**config.mk**
```make
export PLATFORM = sky130hd
export DESIGN_NAME = png_zlib_stored_stream_framer
export DESIGN_NICKNAME = d
export VERILOG_FILES = /design/src/rtl/pzsf_pkg.sv /design/src/rtl/png_zlib_stored_stream_framer.sv /design/src/rtl/pzsf_cfg.sv /design/src/rtl/pzsf_outq.sv /design/src/rtl/pzsf_seq.sv
export SDC_FILE = /design/constraint.sdc
export NUM_CORES = 1
export LEC_CHECK = 0
export BUFFER_PORTS_ARGS = -buffer_cell sky130_fd_sc_hd__buf_2
export CAP_MARGIN = 20
export CORE_MARGIN = 5
export CORE_UTILIZATION = 30
export CTS_BUF_LIST = sky130_fd_sc_hd__clkbuf_8 sky130_fd_sc_hd__clkbuf_16
export CTS_CLUSTER_SIZE = 28
export DETAILED_ROUTE_END_ITERATION = 7
export SLEW_MARGIN = 20
export SYNTH_ARGS = -nofsm -noshare
export SYNTH_HDL_FRONTEND = slang
export SYNTH_SLANG_ARGS = --single-unit
```
**constraint.sdc**
```tcl
create_clock -name aclk -period 10.6 [get_ports aclk]
set_clock_uncertainty 0.1 [all_clocks]
set_input_delay 3.18 -clock aclk [delete_from_list [all_inputs] [get_ports aclk]]
set_output_delay 3.18 -clock aclk [all_outputs]
set_load 0.02 [all_outputs]
```
**src/rtl/pzsf_pkg.sv**
```systemverilog
// ---------------------------------------------------------------------------
// pzsf_pkg
// Shared types and constants of the zlib stored-stream framer.
// ---------------------------------------------------------------------------
package pzsf_pkg;

    localparam int CFG_DATA_W = 15;
    localparam int CFG_IDX_W  = 2;
    localparam int HGT_W      = 15;
    localparam int LEN_W      = 16;
    localparam int CNT_W      = 4;

    localparam logic [CFG_IDX_W-1:0] REG_WIDTH  = 2'd0;
    localparam logic [CFG_IDX_W-1:0] REG_HEIGHT = 2'd1;

    localparam logic [HGT_W-1:0] HEIGHT_CAP  = 15'd16384;
    localparam logic [7:0]       ZLIB_CMF    = 8'h78;
    localparam logic [7:0]       ZLIB_FLG    = 8'h01;
    localparam logic [16:0]      ADLER_MOD   = 17'd65521;
    localparam logic [CNT_W-1:0] MAX_RESULTS = 4'd11;

    // one result item
    typedef struct packed {
        logic [7:0] data;
        logic       last;
        logic       eos;
    } res_t;

endpackage

```
**src/rtl/png_zlib_stored_stream_framer.sv**
```systemverilog
// ---------------------------------------------------------------------------
// png_zlib_stored_stream_framer
// Wraps an RGB raster byte stream as a zlib stream of stored blocks.
// ---------------------------------------------------------------------------
// Each RGB byte taken on s_ produces the stream bytes it causes on m_: its
// data byte plus any inserted bytes (2 for the zlib header at the start of
// the image, 1 for the row filter byte, 5 for each stored-block header, 4 for
// the Adler-32 trailer after the last byte). With full-size blocks an item
// therefore causes at most 10 bytes; with blocks short enough for two block
// headers to fall in one item it can cause up to 14, but only the first 11
// of an item are put out and the rest are lost. A dropped item puts out none.
// The sequencer moves one stream byte a cycle, while the output queue has
// space, into a two-entry output queue; a full queue stalls it. A new item
// is taken in the cycle the last byte of the previous one is produced.
// m_tlast marks the last byte put out for an item, m_tuser the last trailer
// byte. Inputs after the image is complete are taken and dropped. Write
// image_width and image_height before the first byte; once the stream has
// begun they are frozen until reset.
// ---------------------------------------------------------------------------
module png_zlib_stored_stream_framer #(
    parameter int MAX_WIDTH = 16384,
    parameter int BLOCK_LEN = 65535
) (
    input  logic                             aclk,
    input  logic                             aresetn,
    input  logic                             s_tvalid,
    output logic                             s_tready,
    input  logic [7:0]                       s_tdata,   // [7:0] rgb_byte
    output logic                             m_tvalid,
    input  logic                             m_tready,
    output logic [7:0]                       m_tdata,   // [7:0] out_byte
    output logic                             m_tlast,
    output logic                             m_tuser,   // [0] end_of_stream
    input  logic                             cfg_valid,
    output logic                             cfg_ready,
    input  logic [pzsf_pkg::CFG_IDX_W-1:0]   cfg_index,
    input  logic [pzsf_pkg::CFG_DATA_W-1:0]  cfg_data
);

    localparam int RB_W  = $clog2(3 * MAX_WIDTH + 1);
    localparam int TOT_W = $clog2(16384 * (3 * MAX_WIDTH + 1) + 1);

    logic [RB_W-1:0]  row_len;
    logic [TOT_W-1:0] total_bytes;
    logic             frozen;
    logic             space;
    logic             push;
    pzsf_pkg::res_t   push_res;
    pzsf_pkg::res_t   m_res;

    pzsf_cfg #(
        .MAX_WIDTH (MAX_WIDTH),
        .RB_W      (RB_W),
        .TOT_W     (TOT_W)
    ) u_cfg (
        .aclk        (aclk),
        .aresetn     (aresetn),
        .cfg_valid   (cfg_valid),
        .cfg_ready   (cfg_ready),
        .cfg_index   (cfg_index),
        .cfg_data    (cfg_data),
        .frozen      (frozen),
        .row_len     (row_len),
        .total_bytes (total_bytes)
    );

    pzsf_seq #(
        .BLOCK_LEN (BLOCK_LEN),
        .RB_W      (RB_W),
        .TOT_W     (TOT_W)
    ) u_seq (
        .aclk        (aclk),
        .aresetn     (aresetn),
        .in_valid    (s_tvalid),
        .in_ready    (s_tready),
        .in_byte     (s_tdata),
        .row_len     (row_len),
        .total_bytes (total_bytes),
        .frozen      (frozen),
        .space       (space),
        .push        (push),
        .push_res    (push_res)
    );

    pzsf_outq u_outq (
        .aclk     (aclk),
        .aresetn  (aresetn),
        .push     (push),
        .push_res (push_res),
        .space    (space),
        .m_valid  (m_tvalid),
        .m_ready  (m_tready),
        .m_res    (m_res)
    );

    assign m_tdata = m_res.data;
    assign m_tlast = m_res.last;
    assign m_tuser = m_res.eos;

endmodule

```
**src/rtl/pzsf_cfg.sv**
```systemverilog
// ---------------------------------------------------------------------------
// pzsf_cfg
// Image size registers, clamped on write and frozen once a stream has begun.
// ---------------------------------------------------------------------------
module pzsf_cfg #(
    parameter int MAX_WIDTH = 16384,
    parameter int RB_W      = 16,
    parameter int TOT_W     = 30
) (
    input  logic                             aclk,
    input  logic                             aresetn,
    input  logic                             cfg_valid,
    output logic                             cfg_ready,
    input  logic [pzsf_pkg::CFG_IDX_W-1:0]   cfg_index,
    input  logic [pzsf_pkg::CFG_DATA_W-1:0]  cfg_data,
    input  logic                             frozen,
    output logic [RB_W-1:0]                  row_len,
    output logic [TOT_W-1:0]                 total_bytes
);

    localparam logic [pzsf_pkg::CFG_DATA_W-1:0] WIDTH_CAP =
        pzsf_pkg::CFG_DATA_W'(MAX_WIDTH);

    logic [pzsf_pkg::HGT_W-1:0]      h_eff_reg;
    logic [pzsf_pkg::HGT_W-1:0]      h_eff_next;
    logic [RB_W-1:0]                 row_len_reg;
    logic [RB_W-1:0]                 row_len_next;
    logic [pzsf_pkg::CFG_DATA_W-1:0] w_clamped;
    logic                            wr_en;

    assign cfg_ready = 1'b1;
    assign wr_en     = cfg_valid && !frozen;

    always_comb begin
        if (cfg_data == '0) begin
            w_clamped = pzsf_pkg::CFG_DATA_W'(1);
        end else if (cfg_data > WIDTH_CAP) begin
            w_clamped = WIDTH_CAP;
        end else begin
            w_clamped = cfg_data;
        end
    end

    always_comb begin
        h_eff_next   = h_eff_reg;
        row_len_next = row_len_reg;
        if (wr_en && cfg_index == pzsf_pkg::REG_WIDTH) begin
            row_len_next = RB_W'(3 * int'(w_clamped));
        end
        if (wr_en && cfg_index == pzsf_pkg::REG_HEIGHT) begin
            if (cfg_data == '0) begin
                h_eff_next = pzsf_pkg::HGT_W'(1);
            end else if (cfg_data > pzsf_pkg::HEIGHT_CAP) begin
                h_eff_next = pzsf_pkg::HEIGHT_CAP;
            end else begin
                h_eff_next = cfg_data;
            end
        end
    end

    always_ff @(posedge aclk) begin
        if (!aresetn) begin
            h_eff_reg   <= pzsf_pkg::HGT_W'(1);
            row_len_reg <= RB_W'(3);
        end else begin
            h_eff_reg   <= h_eff_next;
            row_len_reg <= row_len_next;
        end
    end

    // raw stream length: height * (filter byte + row bytes)
    assign row_len     = row_len_reg;
    assign total_bytes = TOT_W'(TOT_W'(h_eff_reg) * TOT_W'(row_len_reg))
                       + TOT_W'(h_eff_reg);

endmodule

```
**src/rtl/pzsf_outq.sv**
```systemverilog
// ---------------------------------------------------------------------------
// pzsf_outq
// Two-entry result queue that decouples the sequencer from the output side.
// ---------------------------------------------------------------------------
module pzsf_outq (
    input  logic             aclk,
    input  logic             aresetn,
    input  logic             push,
    input  pzsf_pkg::res_t   push_res,
    output logic             space,
    output logic             m_valid,
    input  logic             m_ready,
    output pzsf_pkg::res_t   m_res
);

    pzsf_pkg::res_t q_mem [2];
    logic           wptr_reg;
    logic           wptr_next;
    logic           rptr_reg;
    logic           rptr_next;
    logic [1:0]     cnt_reg;
    logic [1:0]     cnt_next;
    logic           pop;

    assign space   = (cnt_reg != 2'd2);
    assign m_valid = (cnt_reg != 2'd0);
    assign m_res   = q_mem[rptr_reg];
    assign pop     = m_valid && m_ready;

    always_comb begin
        wptr_next = push ? ~wptr_reg : wptr_reg;
        rptr_next = pop ? ~rptr_reg : rptr_reg;
        cnt_next  = cnt_reg + 2'(push) - 2'(pop);
    end

    always_ff @(posedge aclk) begin
        if (push) begin
            q_mem[wptr_reg] <= push_res;
        end
    end

    always_ff @(posedge aclk) begin
        if (!aresetn) begin
            wptr_reg <= 1'b0;
            rptr_reg <= 1'b0;
            cnt_reg  <= 2'd0;
        end else begin
            wptr_reg <= wptr_next;
            rptr_reg <= rptr_next;
            cnt_reg  <= cnt_next;
        end
    end

endmodule

```
**src/rtl/pzsf_seq.sv**
```systemverilog
// ---------------------------------------------------------------------------
// pzsf_seq
// Per-item sequencer: zlib header, stored-block headers, filter and data
// bytes, running Adler-32 and the trailer, one stream byte per step.
// ---------------------------------------------------------------------------
module pzsf_seq #(
    parameter int BLOCK_LEN = 65535,
    parameter int RB_W      = 16,
    parameter int TOT_W     = 30
) (
    input  logic                 aclk,
    input  logic                 aresetn,
    input  logic                 in_valid,
    output logic                 in_ready,
    input  logic [7:0]           in_byte,
    input  logic [RB_W-1:0]      row_len,
    input  logic [TOT_W-1:0]     total_bytes,
    output logic                 frozen,
    input  logic                 space,
    output logic                 push,
    output pzsf_pkg::res_t       push_res
);

    localparam int LW = pzsf_pkg::LEN_W;
    localparam logic [LW-1:0] BLK_MAX = LW'(BLOCK_LEN);

    typedef enum logic [3:0] {
        P_IDLE, P_ZH0, P_ZH1, P_BH0, P_BH1, P_BH2, P_BH3, P_BH4,
        P_RAW, P_TR0, P_TR1, P_TR2, P_TR3
    } phase_t;

    phase_t                      ph_reg, ph_next, ph_step;
    logic                        hs_reg, hs_next;
    logic                        filt_reg, filt_next;
    logic [7:0]                  d_reg, d_next;
    logic [pzsf_pkg::CNT_W-1:0]  cnt_reg, cnt_next;
    logic [RB_W-1:0]             bir_reg, bir_next;
    logic [LW-1:0]               blk_reg, blk_next;
    logic [TOT_W-1:0]            tot_reg, tot_next;
    logic [15:0]                 lo_reg, lo_next;
    logic [15:0]                 hi_reg, hi_next;

    logic                        step_go;
    logic                        emit;
    logic [7:0]                  ob;
    logic                        eos;
    logic [LW-1:0]               len;
    logic [LW-1:0]               nlen;
    logic                        final_blk;
    logic [7:0]                  raw_v;
    logic [16:0]                 lo_sum, hi_sum;
    logic [RB_W:0]               bir_inc;
    logic                        accept;

    assign final_blk = (tot_reg <= TOT_W'(BLOCK_LEN));
    assign len       = final_blk ? tot_reg[LW-1:0] : BLK_MAX;
    assign nlen      = ~len;
    assign raw_v     = filt_reg ? 8'h00 : d_reg;
    assign lo_sum    = {1'b0, lo_reg} + {9'b0, raw_v};
    assign bir_inc   = {1'b0, bir_reg} + (RB_W+1)'(1);
    assign step_go   = (ph_reg != P_IDLE) && space;
    assign emit      = (cnt_reg < pzsf_pkg::MAX_RESULTS);

    always_comb begin
        ph_step   = ph_reg;
        hs_next   = hs_reg;
        filt_next = filt_reg;
        d_next    = d_reg;
        cnt_next  = cnt_reg;
        bir_next  = bir_reg;
        blk_next  = blk_reg;
        tot_next  = tot_reg;
        lo_next   = lo_reg;
        hi_next   = hi_reg;
        ob        = 8'h00;
        eos       = 1'b0;
        hi_sum    = '0;

        if (step_go) begin
            case (ph_reg)
                P_ZH0: begin
                    ob       = pzsf_pkg::ZLIB_CMF;
                    tot_next = total_bytes;
                    hs_next  = 1'b1;
                    bir_next = '0;
                    blk_next = '0;
                    lo_next  = 16'd1;
                    hi_next  = 16'd0;
                    ph_step  = P_ZH1;
                end
                P_ZH1: begin
                    ob        = pzsf_pkg::ZLIB_FLG;
                    filt_next = 1'b1;
                    ph_step   = (blk_reg == '0) ? P_BH0 : P_RAW;
                end
                P_BH0: begin
                    ob      = {7'b0, final_blk};
                    ph_step = P_BH1;
                end
                P_BH1: begin
                    ob      = len[7:0];
                    ph_step = P_BH2;
                end
                P_BH2: begin
                    ob      = len[15:8];
                    ph_step = P_BH3;
                end
                P_BH3: begin
                    ob      = nlen[7:0];
                    ph_step = P_BH4;
                end
                P_BH4: begin
                    ob       = nlen[15:8];
                    blk_next = len;
                    ph_step  = P_RAW;
                end
                P_RAW: begin
                    ob       = raw_v;
                    lo_next  = (lo_sum >= pzsf_pkg::ADLER_MOD) ?
                               16'(lo_sum - pzsf_pkg::ADLER_MOD) : lo_sum[15:0];
                    hi_sum   = {1'b0, hi_reg} + {1'b0, lo_next};
                    hi_next  = (hi_sum >= pzsf_pkg::ADLER_MOD) ?
                               16'(hi_sum - pzsf_pkg::ADLER_MOD) : hi_sum[15:0];
                    blk_next = blk_reg - LW'(1);
                    tot_next = tot_reg - TOT_W'(1);
                    if (filt_reg) begin
                        // filter byte done, the data byte follows (after a block header if the block is full)
                        filt_next = 1'b0;
                        ph_step   = (blk_next == '0) ? P_BH0 : P_RAW;
                    end else begin
                        bir_next = (bir_inc >= {1'b0, row_len}) ?
                                   '0 : bir_inc[RB_W-1:0];
                        ph_step  = (tot_next == '0) ? P_TR0 : P_IDLE;
                    end
                end
                P_TR0: begin
                    ob      = hi_reg[15:8];
                    ph_step = P_TR1;
                end
                P_TR1: begin
                    ob      = hi_reg[7:0];
                    ph_step = P_TR2;
                end
                P_TR2: begin
                    ob      = lo_reg[15:8];
                    ph_step = P_TR3;
                end
                P_TR3: begin
                    ob      = lo_reg[7:0];
                    eos     = 1'b1;
                    ph_step = P_IDLE;
                end
                default: begin
                    ph_step = P_IDLE;
                end
            endcase
            if (emit) begin
                cnt_next = cnt_reg + pzsf_pkg::CNT_W'(1);
            end
        end

        in_ready = (ph_reg == P_IDLE) || (step_go && ph_step == P_IDLE);
        accept   = in_valid && in_ready;
        ph_next  = ph_step;

        if (accept) begin
            d_next   = in_byte;
            cnt_next = '0;
            if (!hs_next) begin
                ph_next = P_ZH0;
            end else if (tot_next == '0) begin
                // image complete: the item is dropped
                ph_next = P_IDLE;
            end else begin
                filt_next = (bir_next == '0);
                ph_next   = (blk_next == '0) ? P_BH0 : P_RAW;
            end
        end
    end

    assign push          = step_go && emit;
    assign push_res.data = ob;
    assign push_res.eos  = eos;
    assign push_res.last = (ph_step == P_IDLE) ||
                           (cnt_reg == pzsf_pkg::MAX_RESULTS - pzsf_pkg::CNT_W'(1));
    assign frozen        = hs_reg;

    always_ff @(posedge aclk) begin
        if (!aresetn) begin
            ph_reg   <= P_IDLE;
            hs_reg   <= 1'b0;
            filt_reg <= 1'b0;
            cnt_reg  <= '0;
            bir_reg  <= '0;
            blk_reg  <= '0;
            tot_reg  <= '0;
            lo_reg   <= 16'd1;
            hi_reg   <= 16'd0;
        end else begin
            ph_reg   <= ph_next;
            hs_reg   <= hs_next;
            filt_reg <= filt_next;
            cnt_reg  <= cnt_next;
            bir_reg  <= bir_next;
            blk_reg  <= blk_next;
            tot_reg  <= tot_next;
            lo_reg   <= lo_next;
            hi_reg   <= hi_next;
        end
        d_reg <= d_next;
    end

`ifndef SYNTHESIS
    a_hdr_sticky: assert property (@(posedge aclk) disable iff (!aresetn)
        hs_reg |=> hs_reg)
        else $error("stream start flag dropped");

    a_raw_has_room: assert property (@(posedge aclk) disable iff (!aresetn)
        (ph_reg == P_RAW) |-> (blk_reg != '0))
        else $error("raw byte with no stored block open");

    a_eos_is_last: assert property (@(posedge aclk) disable iff (!aresetn)
        (push && push_res.eos) |-> push_res.last)
        else $error("end of stream not on the item's final result");

    a_cnt_bound: assert property (@(posedge aclk) disable iff (!aresetn)
        cnt_reg <= pzsf_pkg::MAX_RESULTS)
        else $error("result count beyond limit");
`endif

endmodule
```
==> reports/metrics.yaml <==
synthesis:
  synth_top_area_share: 0.186
  synth_xor_xnor_area_share: 0.0469
  synth_mux_area_frac: 0.0172
  synth-simple-area-share: 0.229
  yosysTopAreaCell: "fa_1"
  netlist_instances: 2650
  ys_seq_area_frac: 0.173
  synth_top_family_by_area: "adder cells"
  synth-edff-count: 28
  synthAdderAreaFrac: 0.286
  synth-compound-area-share: 0.166
  synth_warnings: 0
  async_flop_share: 0
  post_synth.cell_area_avg_um2: 7.97
  synth_area_um2: 21100
  ys.flop_type: "dfxtp_1"
  ys_ff_latch: 168
  ys_types: 93
  syn-num-nets: 3046
  synth_area_leaders: "fa_1 19%, dfxtp_1 13%, ha_1 10%"
drt:
  wl_um: 62200
  viasPerCell: 5.21
  num_vias: 18438
  drt-initial-drc-count: 1618
  ant_nets: 0
  first_pass_iters: 6
  wire_per_inst_um: 17.6
  drc: 0
run_status:
  status: "finished, final reports clean"
worst_setup_path:
  required_ns: 10.88
  rrSetupSlack_ns: 2.32
  startpoint_type: "register"
  setup.worst_path.class: "register to register"
  arrival_ns: 8.56
  startpoint: "u_cfg.row_len[1]$_SDFFE_PN1P_"
  endpoint: "u_seq.filt_reg$_SDFF_PN0_"
  crit_path_max_fanout: 9
  crit_top_cell: "fa_1"
  rr_startpoint: "u_cfg.row_len[1]$_SDFFE_PN1P_"
  end_kind: "register"
  crit_path_cell_trace: "clkinv_1, nor2_1, fa_1, fa_1, fa_1, fa_1, fa_1, inv_1, fa_1, inv_1, ha_1, and2_0, o211a_1, a221o_1, a211o_1, a221o_1, nor3b_1, nor3_1, a211oi_1, or4b_4, o21ai_2, mux2_1"
  cpPeakStageDelay_ns: 0.57
  timing.rr.end: "u_seq.filt_reg$_SDFF_PN0_"
  slowest_stage: "dfxtp_1"
  reg2reg_depth: 22
placement:
  placed_cell_area_um2: 22100
  io_buffers: 41
  gp_congestion: 0.924
  dp.cells: 3509
  hpwl_um: 48100
sta:
  fin_tns_setup_ns: 0
  max_freq_mhz: 121
  relSlewSlack: 0.353
  tightest_slew_ns: 0.962
  worst_hold_slack_ns: 0.394
  period_share: 0.781
  drv_slew: 0
  period_minus_slack_ns: 8.28
  setup_viol: 0
  hold_viol_final: 0
  rsz0062_at_grt: "no"
grt:
  met3_usage: 0.0303
  grt_pass1_vias: 18255
  use_met2: 0.264
  grt_max_degree: 54
  grt_remaining_overflow: 0
  grt_antenna_before_repair: 1
  grt_pass1_wl_um: 100000
  grt_usage: 0.165
  grt_busiest_layer: "met2"
  grtUsageMet1: 0.233
layout:
  fin_cells: 3541
  largest_reg_flops: 30
  fillCellCount: 7455
  drive_gt1_frac: 0.0561
  fin_area_um2: 22700
  antenna_cells: 0
  multi_input_area_um2: 15700
  syn_to_final_growth_pct: 7.57
  layout.nets: 2984
  ff_latch_area_um2: 3640
cts:
  cts_tree: "yes"
  cts.hold.buffers_added: 0
  clock_sinks: 168
  cts_buffers: 17
  cts.clk_slew.worst_paths_ns: 0.08
  post-cts-setup-buffers: 0
  htreeDepth: 4
  cts_resized: 0
  clk_latency_ns: 0.50
  clockBufferDepth: 2
  cts-root-buf: "clkbuf_16"
worst_hold_path:
  hold_path_class: "register to register"
job:
  max_cap_violations: 0
power_and_ir_drop:
  seq_power_share: 0.263
  combPwrFrac: 0.510
  switching_share: 0.457
  power.clock.fraction: 0.227
  netSwitchingPower_mw: 1.43
  total_power_mw: 3.12
  max-vdd-ir-drop_uv: 129
  p_leak_nw: 9.88
  power.internal_mw: 1.69
  cellPowerDensity_nw_per_um2: 137
floorplan:
  die_w_um: 275
  die-area_um2: 75800
  fp.dieH_um: 275
  rows: 97
  core-area_um2: 69900
  start_util: 0.302
  ioPinCount: 43
-- synthesized netlist by cell type (all sizes together) (8+ instances only) --
cell type / n
nand2: 313
inv: 303
nor2: 243
fa: 196
ha: 170
dfxtp: 140
o21ai: 133
a21oi: 132
clkbuf: 124
and2: 86
xnor2: 74
nand3: 48
nor3: 47
nor2b: 44
xor2: 39
nor4: 29
a21o: 28
edfxtp: 28
a211oi: 26
nand4: 25
a31oi: 24
or3: 24
and3: 22
o211ai: 21
nand2b: 19
o21a: 19
o31ai: 19
or4: 19
buf: 18
mux2i: 15
a22o: 14
or2: 14
mux2: 13
o41ai: 11
a221oi: 9
a22oi: 9
a2111oi: 8
a211o: 8
clkinv: 8
nand3b: 8
nor3b: 8
o21bai: 8
-- cell usage in the layout (no fill, tap or decap), drive strengths merged, types with 24 or more instances in the layout --
cell type	count
a211oi	26
a21o	28
a21oi	132
a31oi	24
and2	86
buf	61
dfxtp	140
edfxtp	28
fa	196
ha	170
inv	310
nand2	313
nand3	48
nand4	25
nor2	243
nor2b	44
nor3	47
nor4	29
o21ai	133
or3	24
xnor2	74
xor2	39
-- cell type report --
cell class	count	share of cell area
multi-input combinational	2029	0.693
clock buffer	18	0.0198
clock inverter	14	0.00804
sequential	168	0.160
timing repair buffer	61	0.0156
inverter	311	0.0514
tap	940	0.0518
-- per-stage QoR --
step                      worst slack (ns)  utilization
after floorplan                       2.92            -
after global placement                2.50        0.316
after detailed placement              2.39        0.316
after CTS                             2.37        0.325
after global routing                  1.87        0.325
final                                 2.32        0.325
-- power by group through the flow --
| stage | Clock [mW] | Combinational (mW) | Sequential [mW] |
|---|---|---|---|
| floorplan | 0 | 1.20 | 0.773 |
| global placement | 0 | 1.56 | 0.830 |
| detailed placement | 0 | 1.56 | 0.831 |
| CTS | 0.723 | 1.57 | 0.818 |
| global route | 0.751 | 1.74 | 0.828 |
| finish | 0.707 | 1.59 | 0.820 |
-- worst min path at each step --
stage                                         start                         endpoint  slack, ns  cells past startpoint
floorplan             u_seq.hi_reg[11]$_SDFFE_PN0P_    u_seq.hi_reg[11]$_SDFFE_PN0P_       0.35                      2
global placement    u_cfg.h_eff_reg[5]$_SDFFE_PN0P_  u_cfg.h_eff_reg[5]$_SDFFE_PN0P_       0.37                      2
detailed placement  u_cfg.h_eff_reg[5]$_SDFFE_PN0P_  u_cfg.h_eff_reg[5]$_SDFFE_PN0P_       0.38                      2
CTS                   u_seq.hi_reg[15]$_SDFFE_PN0P_    u_seq.hi_reg[15]$_SDFFE_PN0P_       0.39                      2
global route           u_seq.hi_reg[4]$_SDFFE_PN0P_     u_seq.hi_reg[4]$_SDFFE_PN0P_       0.42                      2
finish                u_seq.hi_reg[15]$_SDFFE_PN0P_    u_seq.hi_reg[15]$_SDFFE_PN0P_       0.39                      2
-- worst max-delay path, delay by kind of cell, from the launching register on --
| kind | cells | cell delay, ns |
|---|---|---|
| AO/OA/AOI/OAI | 6 | 1.79 |
| adder cells (fa/ha/maj) | 7 | 3.43 |
| buffers and inverters | 3 | 0.59 |
| flip-flops | 1 | 0.57 |
| multiplexers | 1 | 0.34 |
| AND/OR/NAND/NOR | 5 | 1.35 |
-- metal layers --
layer | routed length, µm | part of all wire
met3 | 3940 | 0.063
met1 | 29200 | 0.47
met2 | 28100 | 0.45
met5 | 0 | 0
met4 | 970 | 0.016
-- kinds of logic (layout without fill, tap and decap cells) --
group,after synthesis,after routing
simple gates,985,985
compound gates,533,533
buf+inv,453,404
fa+ha+maj,366,366
flops,168,168
xor+xnor,113,113
mux,31,31
other cells,1,1
Note: power is estimated with default switching activity, not from simulation.
